--- src/hw/rtl/vsa_pkg.sv ---
// Shared types and codes for the voice slot allocator.
// Used by vsa_cell and voice_slot_allocator; depends on nothing.
package vsa_pkg;

  localparam int ACT_W   = 7;   // active_voices register
  localparam int SLOT_W  = 16;  // slot field of a handle
  localparam int GEN_W   = 16;  // generation field of a handle
  localparam int STAMP_W = 64;

  localparam logic [1:0] OP_ACQUIRE = 2'd0;
  localparam logic [1:0] OP_RELEASE = 2'd1;
  localparam logic [1:0] OP_FINISH  = 2'd2;

  localparam logic [1:0] ACT_NONE    = 2'd0;
  localparam logic [1:0] ACT_TRIGGER = 2'd1;
  localparam logic [1:0] ACT_RELEASE = 2'd2;

  // Search token that walks the row of slot cells, one cell per cycle while the row advances.
  typedef struct packed {
    logic               valid;
    logic               idle_found;
    logic [SLOT_W-1:0]  idle_idx;
    logic [GEN_W-1:0]   idle_gen;
    logic               min_found;
    logic [SLOT_W-1:0]  min_idx;
    logic [STAMP_W-1:0] min_stamp;
    logic [GEN_W-1:0]   min_gen;
    logic               rel_hit;
  } token_t;

  // Operands of the word being searched, seen by every cell.
  typedef struct packed {
    logic [SLOT_W-1:0] rel_slot;  // slot plus one, from the handle
    logic [GEN_W-1:0]  rel_gen;
    logic [ACT_W-1:0]  active;
  } ctx_t;

  // Slot update broadcast at the end of a search.
  typedef struct packed {
    logic               en;
    logic               trigger;  // 1 stamp and bump, 0 mark idle
    logic [SLOT_W-1:0]  slot;
    logic [STAMP_W-1:0] stamp;
  } commit_t;

endpackage

--- src/hw/rtl/vsa_cell.sv ---
// One voice slot: idle flag, trigger stamp and generation, plus one stage
// of the search token pipeline. Depends on vsa_pkg.
module vsa_cell #(
  parameter int CELL_IDX = 0
) (
  input  logic             clk,
  input  logic             rst,
  input  logic             advance,
  input  logic             clear,
  input  vsa_pkg::ctx_t    ctx,
  input  vsa_pkg::commit_t commit,
  input  vsa_pkg::token_t  tok_in,
  output vsa_pkg::token_t  tok_out
);

  logic                        idle;
  logic [vsa_pkg::STAMP_W-1:0] stamp;
  logic [vsa_pkg::GEN_W-1:0]   gen;
  vsa_pkg::token_t             tok_next;
  logic                        in_range;
  logic                        hit;

  assign in_range = 32'(CELL_IDX) < 32'(ctx.active);
  assign hit      = commit.en && (commit.slot == vsa_pkg::SLOT_W'(CELL_IDX));

  always_comb begin
    tok_next = tok_in;
    if (tok_in.valid && in_range) begin
      // first idle slot wins
      if (idle && !tok_in.idle_found) begin
        tok_next.idle_found = 1'b1;
        tok_next.idle_idx   = vsa_pkg::SLOT_W'(CELL_IDX);
        tok_next.idle_gen   = gen;
      end
      // strictly older only, so ties keep the lower slot
      if (!tok_in.min_found || (stamp < tok_in.min_stamp)) begin
        tok_next.min_found = 1'b1;
        tok_next.min_idx   = vsa_pkg::SLOT_W'(CELL_IDX);
        tok_next.min_stamp = stamp;
        tok_next.min_gen   = gen;
      end
      if ((ctx.rel_slot == vsa_pkg::SLOT_W'(CELL_IDX + 1)) && (ctx.rel_gen == gen)) begin
        tok_next.rel_hit = 1'b1;
      end
    end
  end

  always_ff @(posedge clk) begin
    if (rst) begin
      idle    <= 1'b1;
      stamp   <= '0;
      gen     <= '0;
      tok_out <= '0;
    end else begin
      if (clear) begin
        idle  <= 1'b1;
        stamp <= '0;
        gen   <= '0;
      end else if (hit) begin
        if (commit.trigger) begin
          idle  <= 1'b0;
          stamp <= commit.stamp;
          gen   <= gen + 1'b1;
        end else begin
          idle <= 1'b1;
        end
      end
      if (advance) begin
        tok_out <= tok_next;
      end
    end
  end

endmodule

--- config.mk ---
export PLATFORM = sky130hd
export DESIGN_NAME = vsa_cell
export DESIGN_NICKNAME = d
export VERILOG_FILES = /design/src/hw/rtl/vsa_pkg.sv /design/src/hw/rtl/vsa_cell.sv
export SDC_FILE = /design/constraint.sdc
export NUM_CORES = 1
export LEC_CHECK = 0
export ABC_AREA = 0
export ABC_CLOCK_PERIOD_IN_PS = 2700
export BUFFER_PORTS_ARGS = -buffer_cell sky130_fd_sc_hd__buf_2
export CAP_MARGIN = 30
export CELL_PAD_IN_SITES_DETAIL_PLACEMENT = 1
export CELL_PAD_IN_SITES_GLOBAL_PLACEMENT = 1
export CORE_MARGIN = 2
export CORE_UTILIZATION = 25
export CTS_BUF_LIST = sky130_fd_sc_hd__clkbuf_4
export CTS_CLUSTER_DIAMETER = 50
export DETAILED_ROUTE_END_ITERATION = 16
export PLACE_DENSITY_LB_ADDON = 0.1
export SYNTH_ARGS = -nofsm -noshare
export SYNTH_HDL_FRONTEND = slang
export SYNTH_SLANG_ARGS = --single-unit
--- constraint.sdc ---
create_clock -name clk -period 2.7 [get_ports clk]
set_input_delay 0.135 -clock clk [delete_from_list [all_inputs] [get_ports clk]]
set_output_delay 0.135 -clock clk [all_outputs]
set_load 0.005 [all_outputs]
==> metrics <==
sequential share of power 0.421; DR vias 12.93k; first-pass GRT wire length 81.10 mm; Critical Path AT 3300 ps; Crit Path Class reg -> reg; worst vdd ir 0.1732 mV; Final WS setup 7.765 ps; Max Cap Viol 0; critical path capture point type flop; DP Worst Slack -248.3 ps; sw frac 0.2850; initial antenna violation count 4; overall routing resource usage 0.2242; Post-Synth XOR/XNOR Area 0.02185; worst-path cell chain ha_4, nand4_1, nor4bb_4, buf_4, nand3_4, nor4_4, buf_4, o21a_4, buf_12, buf_16, o31ai_1, a311oi_2; Tmin final 2692 ps; crit-path most repeated cell buf_4; mux cell area share after synthesis 0.01516; Post-synth EDFFs 0; first-pass iteration count of the detailed router 5; Worst path depth 12; Layout fillers 5,346; core area 44,320 um2; TNS Setup 0 ps; simple-gate share of the synthesized area 0.1968; worst skew pair latency 720 ps; Adder-Cell Fraction of Synth Area 0.07133; Final Cell Area 17,970 um2; Synth cell types 55; slew margin rel. 0.4370; die area 46,620 um2; worst hold path depth 6; Worst Path Buf+Inv 4; Synth area leader dfxtp_1; leakage power 7.821 nW; register bit total from synthesis 213; clock power share 0.415; DRT Wirelength 53.63 mm; worst hold path type in -> reg; # rows 77; combinational share of power 0.164; Root Buffer clkbuf_4; area of the mapped netlist 11,230 um2; Nets 2,300; layout cell share with drive strength beyond 1 0.3290; maximum clock path buffer count 3; register area share after synthesis 0.3798; Final Hold Viols 0; Top FF cell, synth dfxtp_1; CP max-delay cell dfxtp_2; Post-Syn Nets 1,660; Slew Viols, Final 0; Int Pwr 5.654 mW; Via density 4.944; final cycle utilization of the critical path 0.9971; switching power 2.253 mW; status completed; largest family of logic cells by synthesized area compound AO/OA/AOI/OAI gates; Die H 215.9 um; Setup-failing EPs final 0; Port Buffers 388; Avg Cell Area, Syn 8.384 um2; YS warnings 0; initial core utilization 0.2533; CP delay by family, top simple AND/OR/NAND/NOR gates; Remaining DRCs 0; Post-DP Area 14,250 um2; Synth area leaders dfxtp_1, ha_1, a21oi_1, o31ai_1, nand4_1; clk slew on worst S/H paths 60 ps; CTS H-tree depth 3; post-synthesis compound-gate area fraction 0.2425; Avg WL per Cell 20.50 um; worst-case reg-to-reg path depth 12; max frequency 371.4 MHz; CTS tree yes; clk_skew 30.83 ps; largest net degree at the start of global routing 68; initial DRC count 646; Max stage delay on crit path 340 ps; Final HPWL DP 34.72 mm; I/O pin cnt 389; Layout area overhead 60.12%; CTS Buf Count 70; utilization after layout 0.4056; FFs w/ async S/R, synth 0; startpoint class of the critical path flop; Max FO, Critical Path 21; Worst-Margin Slew 844.5 ps; CP required 3310 ps; GR Overflow Total 0; clk sinks 213; Die Wd 215.9 um; final RePlAce weighted congestion 0.7832; RSZ-0062 raised after global routing true; Pwr Density 439.9 nW/um2; number of global-route vias before repair 13.60k; top-area cell type share of the netlist area 0.3798; Cells after Synth 1,339; antenna-violating nets left 0
==> path summary, 6_finish.rpt <==
check | start | to | slack, ps
worst max-delay path | stamp[57]$_SDFFE_PP0P_ | tok_out[57]$_SDFFE_PP0P_ | 8
worst min register to register | tok_out[117]$_SDFFE_PP0P_ | tok_out[117]$_SDFFE_PP0P_ | 470
worst max register to register | stamp[57]$_SDFFE_PP0P_ | tok_out[57]$_SDFFE_PP0P_ | 8
worst min-delay path | ctx[28] | tok_out[0]$_SDFFE_PP0P_ | 130
==> logic make-up after synthesis <==
kind of cell    after synthesis
simple gates                457
compound gates              360
flops                       213
buf+inv                     200
fa+ha+maj                    64
xor+xnor                     28
mux                          17
==> cell usage after synthesis, types with 2 or more instances <==
cell and n:
dfxtp_1 213, nand2_1 152, a21oi_1 125, nor2_1 116
clkbuf_1 107, nand4_1 94, o31ai_1 80, inv_1 66
ha_1 64, a311oi_1 46, a311oi_2 34, nand2b_1 33
a211oi_1 20, nand3_1 20, xor2_1 18, buf_2 17
mux2i_1 17, o311ai_0 16, o21ai_0 14, a21o_1 10
xnor2_1 10, and4_1 7, nor4_1 7, and3_1 5
buf_6 5, or2_2 4, or3_1 4, buf_1 3
a221o_1 2, a221oi_1 2, nor4b_1 2, o21bai_1 2
or4_1 2
==> area by class of cell <==
| cell class | instances | area, um2 | area share |
|---|---|---|---|
| clock buffer | 96 | 720.7 | 0.04009 |
| timing repair buffer | 701 | 5356 | 0.2980 |
| antenna | 3 | 7.507 | 0.0004177 |
| clock inverter | 18 | 96.34 | 0.005360 |
| tap | 592 | 740.7 | 0.04121 |
| sequential | 213 | 4275 | 0.2379 |
| multi-input combinational | 926 | 6526 | 0.3631 |
| inverter | 67 | 251.5 | 0.01399 |
==> sequential cells by signal, summed over array words and instances (netlist names) <==
| name | flops |
|---|---|
| stamp | 64 |
| gen | 16 |
| idle | 1 |
| tok_out | 132 |
==> through the flow <==
stage	std cells	hold WS, ps	power (mW)
floorplan	1339	275.5	3.837
global placement	2256	380.0	4.375
detailed placement	2256	388.2	4.386
CTS	2608	67.28	8.056
global route	2615	94.88	8.369
finish	2616	134.3	7.907
==> power groups by stage <==
stage	logic [mW]	registers (mW)	clock network [mW]
floorplan	0.444	3.39	0
global placement	0.981	3.39	0
detailed placement	0.991	3.39	0
CTS	1.28	3.33	3.45
global route	1.41	3.34	3.62
finish	1.30	3.33	3.28
==> placed cells by master, fill, tap and decap left out, types with 10 or more instances in the layout <==
master / n
a211oi_1: 20
a21o_1: 10
a21oi_1: 122
a311oi_1: 46
a311oi_2: 34
buf_12: 28
buf_2: 386
buf_4: 49
clkbuf_4: 96
clkinv_1: 12
dfxtp_1: 204
dlygate4sd3_1: 227
ha_1: 55
inv_1: 66
mux2i_1: 17
nand2_1: 151
nand2b_1: 33
nand3_1: 18
nand4_1: 94
nor2_1: 116
o21ai_0: 13
o31ai_1: 79
xnor2_1: 10
xor2_1: 18
==> tightest hold or removal path: stages <==
cell and delay (ps):
buf_2 80, nor4_1 40, nand4_1 70, nor4_1 50, a31oi_1 310, a211oi_1 120
==> routing by layer <==
| layer | track usage | vias to the layer above | part of all wire |
|---|---|---|---|
| met4 | 0.07968 | 2 | 0.026 |
| met3 | 0.04116 | 85 | 0.048 |
| li1 | - | 6222 | - |
| met5 | 0 | - | 0.00022 |
| met1 | 0.2841 | 6239 | 0.45 |
| met2 | 0.3802 | 386 | 0.48 |
==> what timing repair did <==
item / 4_1_cts / 5_1_grt
buffers inserted: 7 / 5
hold buffers: 227 / 0
setup endpoints to repair: 96 / 97
pin swaps: 9 / 11
gates cloned: 5 / 2
resized for setup: 56 / 19
endpoints found under the hold margin: 200 / 0
Power figures use the tool's default switching activity.
